$ cat src/hw/rtl/gbn_pkg.sv
// Package for the go-back-n receiver tracker: widths, codes and types.
// No dependencies.
`default_nettype none
package gbn_pkg;
    localparam int unsigned OffsetWidth = 32;
    localparam int unsigned SegWidth    = 16;
    localparam int unsigned WinWidth    = 8;
    localparam int unsigned CntWidth    = 32;
    localparam int unsigned CfgIdxWidth = 2;
    localparam int unsigned CfgDatWidth = 32;

    typedef enum logic [1:0] {
        KIND_DATA   = 2'd0,
        KIND_FEC    = 2'd1,
        KIND_FINISH = 2'd2,
        KIND_NONE   = 2'd3
    } t_kind;

    typedef enum logic [CfgIdxWidth-1:0] {
        REG_SEGMENT = 2'd0,
        REG_WINDOW  = 2'd1,
        REG_IMAGE   = 2'd2,
        REG_SPARE   = 2'd3
    } t_reg;

    typedef struct packed {
        logic [1:0]             packet_kind;
        logic [OffsetWidth-1:0] byte_offset;
        logic [SegWidth-1:0]    payload_size;
        logic                   ack_lost;
    } t_in;

    typedef struct packed {
        logic                   ack_valid;
        logic                   ack_is_finish;
        logic [OffsetWidth-1:0] ack_offset;
        logic                   rebuild_valid;
        logic [OffsetWidth-1:0] rebuild_offset;
        logic                   fec_active;
    } t_out;

    typedef struct packed {
        logic [CfgIdxWidth-1:0] index;
        logic [CfgDatWidth-1:0] data;
    } t_cfg;

    typedef struct packed {
        logic                   start;
        logic [OffsetWidth-1:0] dividend;
        logic [SegWidth-1:0]    divisor;
    } t_div_req;

    typedef struct packed {
        logic                   done;
        logic [OffsetWidth-1:0] quotient;
        logic [SegWidth-1:0]    remainder;
    } t_div_rsp;
endpackage
`default_nettype wire

$ cat src/hw/rtl/gbn_if.sv
// Valid/ready channel interfaces for items and configuration writes.
// Depends on gbn_pkg.
`default_nettype none
interface gbn_in_if;
    logic        valid;
    logic        ready;
    gbn_pkg::t_in payload;
    modport source (output valid, output payload, input ready);
    modport sink (input valid, input payload, output ready);
endinterface

interface gbn_out_if;
    logic         valid;
    logic         ready;
    gbn_pkg::t_out payload;
    modport source (output valid, output payload, input ready);
    modport sink (input valid, input payload, output ready);
endinterface

interface gbn_cfg_if;
    logic         valid;
    logic         ready;
    gbn_pkg::t_cfg payload;
    modport source (output valid, output payload, input ready);
    modport sink (input valid, input payload, output ready);
endinterface
`default_nettype wire

$ cat src/hw/rtl/gbn_div.sv
// Restoring divider, one quotient bit per cycle, 32 by 16 bits.
// Depends on gbn_pkg.
`default_nettype none
module gbn_div (
    input  wire logic              i_clk,
    input  wire logic              i_rst_n,
    input  wire gbn_pkg::t_div_req i_req,
    output gbn_pkg::t_div_rsp      o_rsp
);
    localparam int unsigned W = gbn_pkg::OffsetWidth;
    localparam int unsigned D = gbn_pkg::SegWidth;
    localparam int unsigned CW = $clog2(W + 1);

    logic [CW-1:0] r_cnt, n_cnt;
    logic          r_busy, n_busy;
    logic          r_done, n_done;
    logic [W-1:0]  r_q, n_q;
    logic [D:0]    r_rem, n_rem;
    logic [D-1:0]  r_dvs, n_dvs;
    logic [D:0]    w_trial;
    logic [D:0]    w_diff;

    always_comb begin
        w_trial = {r_rem[D-1:0], r_q[W-1]};
        w_diff  = w_trial - {1'b0, r_dvs};
        n_cnt  = r_cnt;
        n_busy = r_busy;
        n_done = 1'b0;
        n_q    = r_q;
        n_rem  = r_rem;
        n_dvs  = r_dvs;
        if (i_req.start) begin
            n_busy = 1'b1;
            n_cnt  = CW'(W);
            n_q    = i_req.dividend;
            n_rem  = '0;
            n_dvs  = i_req.divisor;
        end else if (r_busy) begin
            if (!w_diff[D]) begin
                n_rem = w_diff;
                n_q   = {r_q[W-2:0], 1'b1};
            end else begin
                n_rem = w_trial;
                n_q   = {r_q[W-2:0], 1'b0};
            end
            n_cnt = r_cnt - CW'(1);
            if (r_cnt == CW'(1)) begin
                n_busy = 1'b0;
                n_done = 1'b1;
            end
        end
    end

    always_ff @(posedge i_clk) begin
        if (!i_rst_n) begin
            r_busy <= 1'b0;
            r_done <= 1'b0;
            r_cnt  <= '0;
        end else begin
            r_busy <= n_busy;
            r_done <= n_done;
            r_cnt  <= n_cnt;
        end
        r_q   <= n_q;
        r_rem <= n_rem;
        r_dvs <= n_dvs;
    end

    assign o_rsp.done      = r_done;
    assign o_rsp.quotient  = r_q;
    assign o_rsp.remainder = r_rem[D-1:0];
endmodule
`default_nettype wire

$ cat src/hw/rtl/gbn_fec_receiver_tracker.sv
// Go-back-n receiver tracker with XOR FEC window, top level.
// A data packet that returns to FEC mode needs a second division; FEC,
// finish and unknown kinds, like other data packets, need only one.
// A new item is taken only when idle, after the result is accepted, so a
// result stall holds the flow; the serial divider (one bit a cycle) sets the rate.
// Synchronous active-low reset clears all tracking state, FEC mode on.
// Depends on gbn_pkg, gbn_if and gbn_div.
`default_nettype none
module gbn_fec_receiver_tracker (
    input  wire logic  i_clk,
    input  wire logic  i_rst_n,
    gbn_in_if.sink     i_in,
    gbn_out_if.source  o_out,
    gbn_cfg_if.sink    i_cfg
);
    localparam int unsigned W = gbn_pkg::OffsetWidth;
    localparam int unsigned S = gbn_pkg::SegWidth;

    typedef enum logic [4:0] {
        ST_IDLE = 5'b00001,
        ST_DIV1 = 5'b00010,
        ST_DIV2 = 5'b00100,
        ST_WAIT = 5'b01000,
        ST_OUT  = 5'b10000
    } t_state;

    t_state r_state, n_state;
    logic [S-1:0] r_seg;
    logic [gbn_pkg::WinWidth-1:0] r_win;
    logic [W-1:0] r_img;
    logic [W-1:0] r_exp, r_ws, r_lack, r_ldat;
    logic [gbn_pkg::CntWidth-1:0] r_cnt;
    logic r_fec;
    gbn_pkg::t_in  r_item;
    gbn_pkg::t_out r_res;
    logic r_div_go;
    logic [W-1:0] r_dvd;

    gbn_pkg::t_div_req w_req;
    gbn_pkg::t_div_rsp w_rsp;
    logic [S-1:0] w_dvs;

    assign w_dvs = (r_seg == '0) ? S'(1) : r_seg;
    assign w_req.start    = r_div_go;
    assign w_req.dividend = r_dvd;
    assign w_req.divisor  = w_dvs;

    gbn_div u_div (.i_clk(i_clk), .i_rst_n(i_rst_n), .i_req(w_req), .o_rsp(w_rsp));

    assign i_in.ready   = (r_state == ST_IDLE);
    assign i_cfg.ready  = (r_state == ST_IDLE);
    assign o_out.valid  = (r_state == ST_OUT);
    assign o_out.payload = r_res;

    // step evaluation after first division
    logic [W-1:0] e_exp, e_ws, e_lack, e_ldat, e_aoff, e_rboff, e_sum, e_seqsz;
    logic [gbn_pkg::CntWidth-1:0] e_cnt;
    logic e_fec, e_ack, e_fin, e_rb, e_need2, tg;
    logic [W-1:0] num;
    logic [W:0] tgt_n;
    logic [W+1:0] cnt_x, tgt_x;
    logic [S+gbn_pkg::WinWidth-1:0] e_adv;

    always_comb begin
        num = w_rsp.quotient;
        e_exp = r_exp; e_ws = r_ws; e_lack = r_lack; e_ldat = r_ldat;
        e_cnt = r_cnt; e_fec = r_fec;
        e_ack = 1'b0; e_fin = 1'b0; e_rb = 1'b0; e_aoff = '0; e_rboff = '0;
        e_need2 = 1'b0; tg = 1'b0;
        e_adv = (S+gbn_pkg::WinWidth)'(r_win) * (S+gbn_pkg::WinWidth)'(r_seg);
        e_sum = r_exp + W'(r_item.payload_size);
        e_seqsz = r_item.byte_offset + W'(r_item.payload_size);
        tgt_n = {1'b0, num} + ((w_rsp.remainder != '0) ? (W+1)'(1) : '0);
        tgt_x = {1'b0, tgt_n} - (W+2)'(1);
        cnt_x = (W+2)'(r_cnt);
        unique case (gbn_pkg::t_kind'(r_item.packet_kind))
            gbn_pkg::KIND_DATA: begin
                if (num >= W'(r_win) && e_fec) begin
                    if (e_cnt == gbn_pkg::CntWidth'(r_win)) begin
                        e_cnt = '0;
                        e_ws = e_ws + W'(e_adv);
                    end else begin
                        e_fec = 1'b0; e_cnt = '0; e_ws = r_lack;
                    end
                end
                if (r_item.byte_offset == r_exp) begin
                    e_exp = e_sum; e_aoff = e_sum; e_ack = 1'b1;
                    if (e_fec) e_cnt = e_cnt + gbn_pkg::CntWidth'(1);
                    else begin
                        e_fec = 1'b1; e_need2 = 1'b1;
                    end
                end else if (r_item.byte_offset < r_exp) begin
                    e_aoff = r_exp; e_ack = 1'b1;
                end else if (e_fec) begin
                    tg = r_item.byte_offset <= r_ldat;
                    if (!tg) begin
                        e_cnt = e_cnt + gbn_pkg::CntWidth'(1);
                        tg = (e_cnt < num) && (e_seqsz == r_img);
                    end
                    if (tg) begin
                        e_fec = 1'b0; e_ws = r_lack; e_cnt = '0;
                    end
                end
                e_ldat = r_item.byte_offset;
            end
            gbn_pkg::KIND_FEC: begin
                if (e_fec) begin
                    if (num > W'(r_win) || $signed(cnt_x) < $signed(tgt_x)) begin
                        e_fec = 1'b0; e_ws = r_lack;
                    end else if (cnt_x == tgt_x) begin
                        e_rb = 1'b1; e_rboff = r_exp; e_aoff = r_item.byte_offset;
                        e_ack = 1'b1; e_exp = r_item.byte_offset;
                        e_ws = r_item.byte_offset;
                    end else e_ws = r_item.byte_offset;
                    e_cnt = '0;
                end
            end
            gbn_pkg::KIND_FINISH: begin
                e_ack = 1'b1; e_fin = 1'b1;
            end
            default: ;
        endcase
        if (e_ack && r_item.ack_lost) begin
            e_ack = 1'b0; e_fin = 1'b0; e_aoff = '0;
        end else if (e_ack && !e_fin) e_lack = e_aoff;
        if (!e_ack) e_aoff = '0;
    end

    always_comb begin
        n_state = r_state;
        unique case (r_state)
            ST_IDLE: if (i_in.valid) n_state = ST_WAIT;
            ST_WAIT: n_state = ST_DIV1;
            ST_DIV1: if (w_rsp.done) n_state = e_need2 ? ST_DIV2 : ST_OUT;
            ST_DIV2: if (w_rsp.done) n_state = ST_OUT;
            ST_OUT:  if (o_out.ready) n_state = ST_IDLE;
            default: n_state = ST_IDLE;
        endcase
    end

    always_ff @(posedge i_clk) begin
        if (!i_rst_n) begin
            r_div_go <= 1'b0;
            r_state <= ST_IDLE;
            r_seg <= S'(1); r_win <= gbn_pkg::WinWidth'(1); r_img <= '0;
            r_exp <= '0; r_ws <= '0; r_lack <= '0; r_ldat <= '0;
            r_cnt <= '0; r_fec <= 1'b1;
        end else begin
            r_state <= n_state;
            r_div_go <= (r_state == ST_WAIT)
                || (r_state == ST_DIV1 && w_rsp.done && e_need2);
            if (i_cfg.valid && i_cfg.ready) begin
                unique case (gbn_pkg::t_reg'(i_cfg.payload.index))
                    gbn_pkg::REG_SEGMENT: r_seg <= i_cfg.payload.data[S-1:0];
                    gbn_pkg::REG_WINDOW:
                        r_win <= i_cfg.payload.data[gbn_pkg::WinWidth-1:0];
                    gbn_pkg::REG_IMAGE: r_img <= i_cfg.payload.data[W-1:0];
                    default: ;
                endcase
            end
            if (r_state == ST_DIV1 && w_rsp.done) begin
                r_exp <= e_exp; r_ws <= e_ws; r_lack <= e_lack; r_ldat <= e_ldat;
                r_cnt <= e_cnt; r_fec <= e_fec;
            end
            if (r_state == ST_DIV2 && w_rsp.done) r_cnt <= w_rsp.quotient;
        end
        if (r_state == ST_IDLE && i_in.valid) r_item <= i_in.payload;
        if (r_state == ST_WAIT) r_dvd <= r_item.byte_offset - r_ws;
        if (r_state == ST_DIV1 && w_rsp.done) begin
            r_dvd <= e_exp - e_ws;
            r_res.ack_valid <= e_ack;
            r_res.ack_is_finish <= e_fin;
            r_res.ack_offset <= e_aoff;
            r_res.rebuild_valid <= e_rb;
            r_res.rebuild_offset <= e_rboff;
            r_res.fec_active <= e_fec;
        end
    end

    a_out_hold: assert property (@(posedge i_clk) disable iff (!i_rst_n)
        o_out.valid && !o_out.ready |=> $stable(o_out.payload))
        else $error("result changed while stalled");
    a_no_accept_busy: assert property (@(posedge i_clk) disable iff (!i_rst_n)
        (r_state != ST_IDLE) |-> !i_in.ready)
        else $error("input ready while busy");
    a_fin_ack: assert property (@(posedge i_clk) disable iff (!i_rst_n)
        o_out.valid && o_out.payload.ack_is_finish |-> o_out.payload.ack_valid
            && o_out.payload.ack_offset == '0)
        else $error("finish ack malformed");
endmodule
`default_nettype wire
$ cat src/flat_wrapper.sv
// flat-port wrapper written by rule: the top's interface ports become plain ports
module gbn_fec_receiver_tracker_flat 
  (i_clk, i_rst_n, i_in_valid, i_in_payload, i_in_ready, o_out_valid, o_out_payload, o_out_ready, i_cfg_valid, i_cfg_payload, i_cfg_ready);
  gbn_in_if i_in_i ();
  gbn_out_if o_out_i ();
  gbn_cfg_if i_cfg_i ();
  input  wire logic i_clk;
  input  wire logic i_rst_n;
  input wire logic [$bits(i_in_i.valid)-1:0] i_in_valid;
  input wire logic [$bits(i_in_i.payload)-1:0] i_in_payload;
  output wire logic [$bits(i_in_i.ready)-1:0] i_in_ready;
  output wire logic [$bits(o_out_i.valid)-1:0] o_out_valid;
  output wire logic [$bits(o_out_i.payload)-1:0] o_out_payload;
  input wire logic [$bits(o_out_i.ready)-1:0] o_out_ready;
  input wire logic [$bits(i_cfg_i.valid)-1:0] i_cfg_valid;
  input wire logic [$bits(i_cfg_i.payload)-1:0] i_cfg_payload;
  output wire logic [$bits(i_cfg_i.ready)-1:0] i_cfg_ready;
  assign i_in_i.valid = i_in_valid;
  assign i_in_i.payload = i_in_payload;
  assign i_in_ready = i_in_i.ready;
  assign o_out_valid = o_out_i.valid;
  assign o_out_payload = o_out_i.payload;
  assign o_out_i.ready = o_out_ready;
  assign i_cfg_i.valid = i_cfg_valid;
  assign i_cfg_i.payload = i_cfg_payload;
  assign i_cfg_ready = i_cfg_i.ready;
  gbn_fec_receiver_tracker u_core (.i_clk(i_clk), .i_rst_n(i_rst_n), .i_in(i_in_i), .o_out(o_out_i), .i_cfg(i_cfg_i));
endmodule
$ cat config.mk
export PLATFORM = sky130hd
export DESIGN_NAME = gbn_fec_receiver_tracker_flat
export DESIGN_NICKNAME = d
export VERILOG_FILES = /design/src/hw/rtl/gbn_pkg.sv /design/src/hw/rtl/gbn_if.sv /design/src/hw/rtl/gbn_div.sv /design/src/hw/rtl/gbn_fec_receiver_tracker.sv /design/src/flat_wrapper.sv
export SDC_FILE = /design/constraint.sdc
export NUM_CORES = 2
export LEC_CHECK = 0
export BUFFER_PORTS_ARGS = -buffer_cell sky130_fd_sc_hd__buf_2
export CORE_MARGIN = 2
export CORE_UTILIZATION = 46
export CTS_CLUSTER_SIZE = 20
export DETAILED_ROUTE_END_ITERATION = 10
export GPL_ROUTABILITY_DRIVEN = 0
export PLACE_DENSITY = 0.73
export SYNTH_ARGS = -nofsm -noshare
export SYNTH_HDL_FRONTEND = slang
export SYNTH_SLANG_ARGS = --single-unit
$ cat constraint.sdc
create_clock -name i_clk -period 30.2 [get_ports i_clk]
set_input_delay 1.51 -clock i_clk [delete_from_list [all_inputs] [get_ports i_clk]]
set_output_delay 1.51 -clock i_clk [all_outputs]
set_load 0.1 [all_outputs]
# After elaboration in Yosys (flattened, before gate mapping)

Index checks and enable logic that the tools add are counted.

Output and inout port bits: 71
Input port bits: 90
Register bits after elaboration: 446

Equality and inequality tests: 19
Multiplexer cells: 77
Bitwise gates (word level): 7
$add $sub $neg: 10
$lt $le $gt $ge: 6
Reductions and logical operators: 31
$mul: 1

Operators with widths:

| operator                                            | number |
|---|---|
| two-way mux 32 bit                                  | 32 |
| one-hot mux 32 bit (2 select lines)                 | 4 |
| adder 32 x 16 -> 32 bit                             | 2 |
| equality test 32 bit                                | 2 |
| < comparator 32 bit                                 | 2 |
| subtractor 32 bit                                   | 2 |
| equality test 32 x 34 -> 1 bit                      | 1 |
| < comparator 33 x 34 -> 1 bit                       | 1 |
| subtractor 33 x 1 -> 34 bit (second input constant) | 1 |
| adder 32 x 1 -> 33 bit                              | 1 |
| adder 32 x 1 -> 32 bit (second input constant)      | 1 |
| adder 32 x 24 -> 32 bit                             | 1 |
| equality test 32 x 8 -> 1 bit                       | 1 |
| >= comparator 32 x 8 -> 1 bit                       | 1 |
| greater-than comparator 32 x 8 -> 1 bit             | 1 |
| <= comparator 32 bit                                | 1 |
| two-way mux 1 bit                                   | 30 |
| two-way mux 5 bit                                   | 5 |
| one-hot mux 5 bit (5 select lines)                  | 1 |
| multiplier 8 x 16 -> 24 bit                         | 1 |
| subtractor 17 x 16 -> 17 bit                        | 1 |
| zero test 16 bit                                    | 1 |
| two-way mux 16 bit                                  | 1 |
| nonzero test 16 bit                                 | 1 |
| other kinds (28)                                    | 56 |

# Longest topological paths before layout

Word-level depth: 19
Gate-level depth with buffers: 51
Gate-level depth less buffers: 44

# Cells and area by module

A second synthesis with hierarchy kept.

Cells, all modules: 4,272
Area total of the unflattened synthesis: 35,819.4 um2

By module, submodules not included:

| module                   | seq. area each (um2) | cells each | times used | area each (um2) |
|---|---|---|---|---|
| gbn_fec_receiver_tracker | 8,998.6              | 3,944      | 1          | 32,090.8 |
| gbn_div                  | 1,921.8              | 328        | 1          | 3,728.6 |

# Worst setup path before layout

Ideal clock, no wire load.

Kind: reg-to-reg
Start: register u_core.r_win[1] (netlist bit)
End: register u_core.r_dvd[31] (data pin)
Period minus slack after synthesis: 9,730 ps
Arrival time: 9,462 ps
Cell stages (with the launch flop): 46
Required time: 29,932 ps
Slack: 20,470 ps
Library setup time: 268 ps
Path through: dfxtp_1 -> clkbuf_1 -> buf_1 -> inv_1 -> ha_1 -> and4_1 -> o31a_1 -> o21ai_2 -> clkbuf_1 -> clkbuf_1 -> buf_1 -> and2_1 -> ha_1 -> and3_1 -> and3_1 -> nand2_1 -> nor4_2 -> and4_1 -> [... 10 more ...] -> and4b_1 -> and4_1 -> nor3_2 -> clkbuf_1 -> o221ai_1 -> o221a_2 -> ha_1 -> or2_2 -> o2111ai_1 -> o211ai_1 -> a21oi_1 -> o21ai_0 -> a221oi_1 -> a21oi_1 -> a311oi_1 -> xnor2_1 -> xnor2_1 -> mux2i_1

Cells in the longest elaborated chain, start to end: 19
Elaborated cells on any way between the ends: 34
Those cells by class: add/sub: 3; mul: 1; order compare: 3; eq/ne: 1; mux: 23; reduce/logical: 3

Ends and longest elaborated chain:

| what                                | line                            | source |
|---|---|---|
| from (decl)                         | gbn_fec_receiver_tracker.sv:29  | `logic [gbn_pkg::WinWidth-1:0] r_win;` |
| from (signal assigned)              | gbn_fec_receiver_tracker.sv:156 | `r_win <= i_cfg.payload.data[gbn_pkg::WinWidth-1:0];` |
| >= comparator 32 x 8 -> 1 bit       | gbn_fec_receiver_tracker.sv:78  | `if (num >= W'(r_win) && e_fec) begin` |
| logical AND 1 bit                   | gbn_fec_receiver_tracker.sv:78  |  |
| two-way mux 32 bit                  | gbn_fec_receiver_tracker.sv:78  |  |
| two-way mux 32 bit                  | gbn_fec_receiver_tracker.sv:76  | `unique case (gbn_pkg::t_kind'(r_item.packet_kind))` |
| adder 32 x 1 -> 32 bit              | gbn_fec_receiver_tracker.sv:97  | `e_cnt = e_cnt + gbn_pkg::CntWidth'(1);` |
| < comparator 32 bit                 | gbn_fec_receiver_tracker.sv:98  | `tg = (e_cnt < num) && (e_seqsz == r_img);` |
| logical AND 1 bit                   | gbn_fec_receiver_tracker.sv:98  |  |
| two-way mux 1 bit                   | gbn_fec_receiver_tracker.sv:96  | `if (!tg) begin` |
| [... 3 more ...]                    | --                              |  |
| two-way mux 1 bit                   | gbn_fec_receiver_tracker.sv:76  |  |
| two-way mux 32 bit                  | gbn_fec_receiver_tracker.sv:100 | `if (tg) begin` |
| two-way mux 32 bit                  | gbn_fec_receiver_tracker.sv:94  | `end else if (e_fec) begin` |
| two-way mux 32 bit                  | gbn_fec_receiver_tracker.sv:92  | `end else if (r_item.byte_offset < r_exp) begin` |
| two-way mux 32 bit                  | gbn_fec_receiver_tracker.sv:86  | `if (r_item.byte_offset == r_exp) begin` |
| one-hot mux 32 bit (2 select lines) | gbn_fec_receiver_tracker.sv:76  |  |
| subtractor 32 bit *                 | gbn_fec_receiver_tracker.sv:170 | `r_dvd <= e_exp - e_ws;` |
| two-way mux 32 bit *                | gbn_fec_receiver_tracker.sv:169 | `if (r_state == ST_DIV1 && w_rsp.done) begin` |
| to (signal assigned)                | gbn_fec_receiver_tracker.sv:168 | `if (r_state == ST_WAIT) r_dvd <= r_item.byte_offset - r_ws;` |
| to (signal assigned)                | gbn_fec_receiver_tracker.sv:170 |  |
| to (decl)                           | gbn_fec_receiver_tracker.sv:37  | `logic [W-1:0] r_dvd;` |

Mark *: on every way between the ends. The rest lies on a longest branch, timed or not. The select of a mux whose other input is x is not followed.
A chain may end at the register's enable or synchronous reset.

# Worst setup path in the final report

Start: register u_core.r_win[2] (netlist bit)
End: register u_core.r_dvd[31] (data pin)

Cells in the longest elaborated chain, start to end: 19
Elaborated cells on any way between the ends: 34
Those cells by class: add/sub: 3; mul: 1; order compare: 3; eq/ne: 1; mux: 23; reduce/logical: 3

Ends and longest elaborated chain:

| what                                  | line                            | source |
|---|---|---|
| >= comparator 32 x 8 -> 1 bit         | gbn_fec_receiver_tracker.sv:78  |  |
| logical AND 1 bit                     | gbn_fec_receiver_tracker.sv:78  |  |
| two-way mux 32 bit                    | gbn_fec_receiver_tracker.sv:78  |  |
| two-way mux 32 bit                    | gbn_fec_receiver_tracker.sv:76  |  |
| adder 32 x 1 -> 32 bit                | gbn_fec_receiver_tracker.sv:97  |  |
| < comparator 32 bit                   | gbn_fec_receiver_tracker.sv:98  |  |
| logical AND 1 bit                     | gbn_fec_receiver_tracker.sv:98  |  |
| two-way mux 1 bit                     | gbn_fec_receiver_tracker.sv:96  |  |
| [... 4 more ...]                      | --                              |  |
| two-way mux 32 bit                    | gbn_fec_receiver_tracker.sv:100 |  |
| two-way mux 32 bit                    | gbn_fec_receiver_tracker.sv:94  |  |
| two-way mux 32 bit                    | gbn_fec_receiver_tracker.sv:92  |  |
| two-way mux 32 bit                    | gbn_fec_receiver_tracker.sv:86  |  |
| one-hot mux 32 bit (2 select lines) * | gbn_fec_receiver_tracker.sv:76  |  |
| via u_core.e_ws[0]                    | gbn_fec_receiver_tracker.sv:56  | `logic [W-1:0] e_exp, e_ws, e_lack, e_ldat, e_aoff, e_rboff, e_sum, e_seqsz;` |
| subtractor 32 bit *                   | gbn_fec_receiver_tracker.sv:170 |  |
| two-way mux 32 bit *                  | gbn_fec_receiver_tracker.sv:169 |  |

Mark *: on every way through the listed nets, which the timed path passes. The rest lies on a longest branch. The select of a mux whose other input is x is not followed.

==> run_summary.xml <==
<?xml version="1.0" encoding="UTF-8"?>
<metrics>
  <group name="yosys">
    <metric name="number_of_distinct_standard_cells_referenced_by_the_synthesized_netlist" unit="">90</metric>
    <metric name="syn-instance-count" unit="">4255</metric>
    <metric name="synth-edff-count" unit="">199</metric>
    <metric name="ys_async_sr_fraction" unit="">0</metric>
    <metric name="synth-seq-cells" unit="">446</metric>
    <metric name="synth_top_cells_by_area" unit="">sky130_fd_sc_hd__edfxtp_1 17%, sky130_fd_sc_hd__dfxtp_1 14%, sky130_fd_sc_hd__ha_1 10%, sky130_fd_sc_hd__fa_1 6.2%, sky130_fd_sc_hd__nand2_1 5.4%</metric>
    <metric name="postSynth.topFlopCell" unit="">sky130_fd_sc_hd__dfxtp_1</metric>
    <metric name="yosys.area.top_type" unit="">sky130_fd_sc_hd__edfxtp_1</metric>
    <metric name="synth_top_cell_area_share" unit="">0.1675</metric>
    <metric name="synth_sequential_area_ratio" unit="">0.3060</metric>
    <metric name="post_synth.cell_area_avg" unit="µm²">8.386</metric>
    <metric name="syn-cell-area" unit="mm²">0.03568</metric>
    <metric name="mappedNetlistNets" unit="">4755</metric>
    <metric name="ys.warnings.count" unit="">0</metric>
  </group>
  <group name="finish">
    <metric name="final-instance-count-excl-fill" unit="">5348</metric>
    <metric name="final_area" unit="mm²">0.03910</metric>
    <metric name="diodes" unit="">0</metric>
    <metric name="most-common-layout-cells" unit="">514 x sky130_fd_sc_hd__nand2_1, 356 x sky130_fd_sc_hd__a21oi_1, 347 x sky130_fd_sc_hd__nor2_1</metric>
    <metric name="post_route_cells_drive_above_1_share" unit="">0.08705</metric>
    <metric name="nNetsFinal" unit="">4764</metric>
    <metric name="layout_commonest_cell" unit="">sky130_fd_sc_hd__nand2_1</metric>
    <metric name="areaGrowthSynthToFinish" unit="%">9.569</metric>
    <metric name="largest_register_ff_count" unit="">68</metric>
  </group>
  <group name="routing">
    <metric name="drtPass1Iterations" unit="">8</metric>
    <metric name="drc" unit="">0</metric>
    <metric name="dr_total_vias" unit="">33070</metric>
    <metric name="detailedRoute.firstIterationViolations" unit="">3951</metric>
    <metric name="route.antenna.remaining_nets" unit="">0</metric>
    <metric name="wl" unit="µm">120300</metric>
    <metric name="wire_per_inst" unit="µm">22.49</metric>
    <metric name="post_drt_via_cell_ratio" unit="">6.184</metric>
  </group>
  <group name="min_path">
    <metric name="holdPathEnd" unit="">u_core.r_ldat[29]$_SDFFE_PN0P_</metric>
    <metric name="hold_path_depth" unit="">2</metric>
    <metric name="holdCritStartpoint" unit="">u_core.r_ldat[29]$_SDFFE_PN0P_</metric>
    <metric name="hold_path.class" unit="">reg2reg</metric>
  </group>
  <group name="floorplanning">
    <metric name="core_region_area" unit="mm²">0.07708</metric>
    <metric name="die-width" unit="µm">282.5</metric>
    <metric name="core.rowCount" unit="">102</metric>
    <metric name="design.die.area" unit="mm²">0.07982</metric>
    <metric name="floorplan.io_pins" unit="">161</metric>
    <metric name="floorplan.die.height" unit="µm">282.5</metric>
    <metric name="initial_utilization" unit="">0.4629</metric>
  </group>
  <group name="setup_path">
    <metric name="critical_path.max_fanout" unit="">42</metric>
    <metric name="reg2regPathDepth" unit="">43</metric>
    <metric name="cp_data_required_time" unit="ps">30590</metric>
    <metric name="r2r_setup_slack" unit="ps">18680</metric>
    <metric name="critPathLaunchType" unit="">flip-flop</metric>
    <metric name="crit_slowest_cell" unit="">sky130_fd_sc_hd__dfxtp_1</metric>
    <metric name="timing.critical_path.to_type" unit="">flip-flop</metric>
    <metric name="worstReg2RegStart" unit="">u_core.r_win[2]$_SDFFE_PN0P_</metric>
    <metric name="critical_path.reg2reg.endpoint" unit="">u_core.r_dvd[31]$_DFFE_PP_</metric>
    <metric name="worst-endpoint-arrival" unit="ps">11910</metric>
    <metric name="critPathMaxStageDelay" unit="ps">740</metric>
    <metric name="crit_type" unit="">reg2reg</metric>
  </group>
  <group name="clocking">
    <metric name="number_of_setup_buffers_added_after_cts" unit="">0</metric>
    <metric name="cts.path.max_buffers" unit="">3</metric>
    <metric name="clkLatencyLatePin" unit="ps">660</metric>
    <metric name="cts.reportedPaths.clkPinSlew" unit="ps">70</metric>
    <metric name="cts_resized" unit="">0</metric>
    <metric name="tritoncts" unit="">yes</metric>
    <metric name="clock-root-buffer" unit="">sky130_fd_sc_hd__clkbuf_16</metric>
    <metric name="post_cts_hold_buffer_count" unit="">0</metric>
    <metric name="cts_max_level" unit="">2</metric>
    <metric name="number_of_buffers_created_by_cts" unit="">52</metric>
    <metric name="clock-sinks" unit="">446</metric>
  </group>
  <group name="sta">
    <metric name="setup_viol_count_final" unit="">0</metric>
    <metric name="period_needed" unit="ps">11520</metric>
    <metric name="maxClockFrequency" unit="MHz">86.79</metric>
    <metric name="fin_worst_hold_slack" unit="ps">453.4</metric>
    <metric name="rsz_0062_raised_after_global_routing" unit="">no</metric>
    <metric name="final-hold-violation-count" unit="">0</metric>
    <metric name="tightest_slew" unit="ps">1214</metric>
    <metric name="finalCritPeriodShare" unit="">0.3815</metric>
    <metric name="timing.final.ws_setup" unit="ps">18680</metric>
    <metric name="setup_tns" unit="ps">0</metric>
    <metric name="timing.final.max_slew_violations" unit="">0</metric>
    <metric name="clock-skew-final" unit="ps">62.07</metric>
    <metric name="slew-limit-headroom" unit="">0.1874</metric>
  </group>
  <group name="power">
    <metric name="ir_drop" unit="V">0.00004561</metric>
    <metric name="power.density" unit="mW/mm²">44.42</metric>
    <metric name="power.static_leakage" unit="nW">15.41</metric>
  </group>
  <group name="global_routing">
    <metric name="wire_length_of_the_first_global_routing_pass" unit="µm">183200</metric>
    <metric name="gr-usage-all-layers" unit="">0.2972</metric>
    <metric name="grt-ovfl-total" unit="">0</metric>
    <metric name="grt_start_max_net_pins" unit="">81</metric>
    <metric name="grt_antenna_before_repair" unit="">5</metric>
    <metric name="number_of_global_route_vias_before_repair" unit="">31390</metric>
  </group>
  <group name="placement">
    <metric name="port-buffer-count" unit="">160</metric>
    <metric name="detailed_place_hpwl" unit="µm">89310</metric>
    <metric name="post_dp_cell_area" unit="mm²">0.03724</metric>
    <metric name="setup_ws_pre_cts" unit="ps">19100</metric>
    <metric name="count_of_placed_standard_cells_including_taps" unit="">5250</metric>
  </group>
  <group name="outcome">
    <metric name="outcome" unit="">finished, final reports clean</metric>
  </group>
  <group name="run">
    <metric name="maxCapViolCount" unit="">0</metric>
  </group>
</metrics>
## area by class of cell
class	count	area, µm²
Tap cell	1040	1301
Clock buffer	66	1446
Timing Repair Buffer	206	1146
Multi-Input combinational cell	3259	22730
Clock inverter	32	416.7
Fill cell	7249	37990
Inverter	299	1132
Sequential cell	446	10920
## stage by stage
step | power (mW) | util
after floorplan | 0.9522 | -
after global placement | 1.042 | 0.4831
after detailed placement | 1.050 | 0.4831
after CTS | 1.733 | 0.5072
after global routing | 1.801 | 0.5072
final | 1.737 | 0.5072
## synthesized netlist by cell type (all sizes together), types with 20 or more instances
cell type and count:
buf 35, xnor2 141, xor2 77, or3 27, o21ai 200, nor4 46, fa 111, a211oi 75
a21oi 357, o211ai 20, nor3 83, nand3 99, nand2b 41, and2 104, mux2i 63, nand4 50
and3 41, o22ai 28, edfxtp 199, a31oi 30, o21a 38, a21o 73, dfxtp 247, nand2 517
a22oi 64, inv 296, ha 299, o31ai 21, nor2 350, nor2b 23, o221ai 21, clkbuf 216
## critical path, delay by kind of cell (launching register included)
| kind | cells | cell delay, ps |
|---|---|---|
| xor gates and xnor gates | 3 | 490 |
| buffers and inverters | 3 | 990 |
| and+or+nand+nor | 15 | 3620 |
| adders and majority gates | 4 | 1040 |
| DFF | 1 | 740 |
| muxes | 1 | 90 |
| AOI/OAI and AO/OA | 17 | 4290 |
## power breakdown
| part | switching [mW] | internal (mW) |
|---|---|---|
| clock network | 0.285 | 0.403 |
| logic | 0.209 | 0.142 |
| registers | 0.0428 | 0.655 |
## per-layer routing
layer  part of all wire  global-route usage  wire (µm)
met2               0.44              0.4610      52780
met5             0.0015            0.009768        186
met1               0.37              0.3653      45080
met4              0.078              0.2020       9391
met3               0.11             0.07103      12860
## worst max-delay path by stage
| stage | startpoint | to | slack, ps |
|---|---|---|---|
| after global placement | u_core.r_win[5]$_SDFFE_PN0P_ | u_core.r_dvd[31]$_DFFE_PP_ | 19390 |
| after CTS | u_core.r_win[2]$_SDFFE_PN0P_ | u_core.r_dvd[31]$_DFFE_PP_ | 19070 |
| after floorplan | u_core.r_win[1]$_SDFFE_PN0P_ | u_core.r_dvd[31]$_DFFE_PP_ | 20470 |
| after global routing | u_core.r_win[2]$_SDFFE_PN0P_ | u_core.r_dvd[31]$_DFFE_PP_ | 18100 |
| after detailed placement | u_core.r_win[5]$_SDFFE_PN0P_ | u_core.r_dvd[31]$_DFFE_PP_ | 19100 |
| final | u_core.r_win[2]$_SDFFE_PN0P_ | u_core.r_dvd[31]$_DFFE_PP_ | 18680 |
## cell families after synthesis
logic type,Yosys count,synth area share
AND/OR/NAND/NOR,1436,0.1889
flip-flops,446,0.3060
buffers and inverters,550,0.05856
AO/OA/AOI/OAI,1125,0.2060
multiplexers,70,0.01988
adder cells (fa/ha/maj),410,0.1671
XOR/XNOR,218,0.05351
Note: power is estimated with default switching activity, not from simulation.
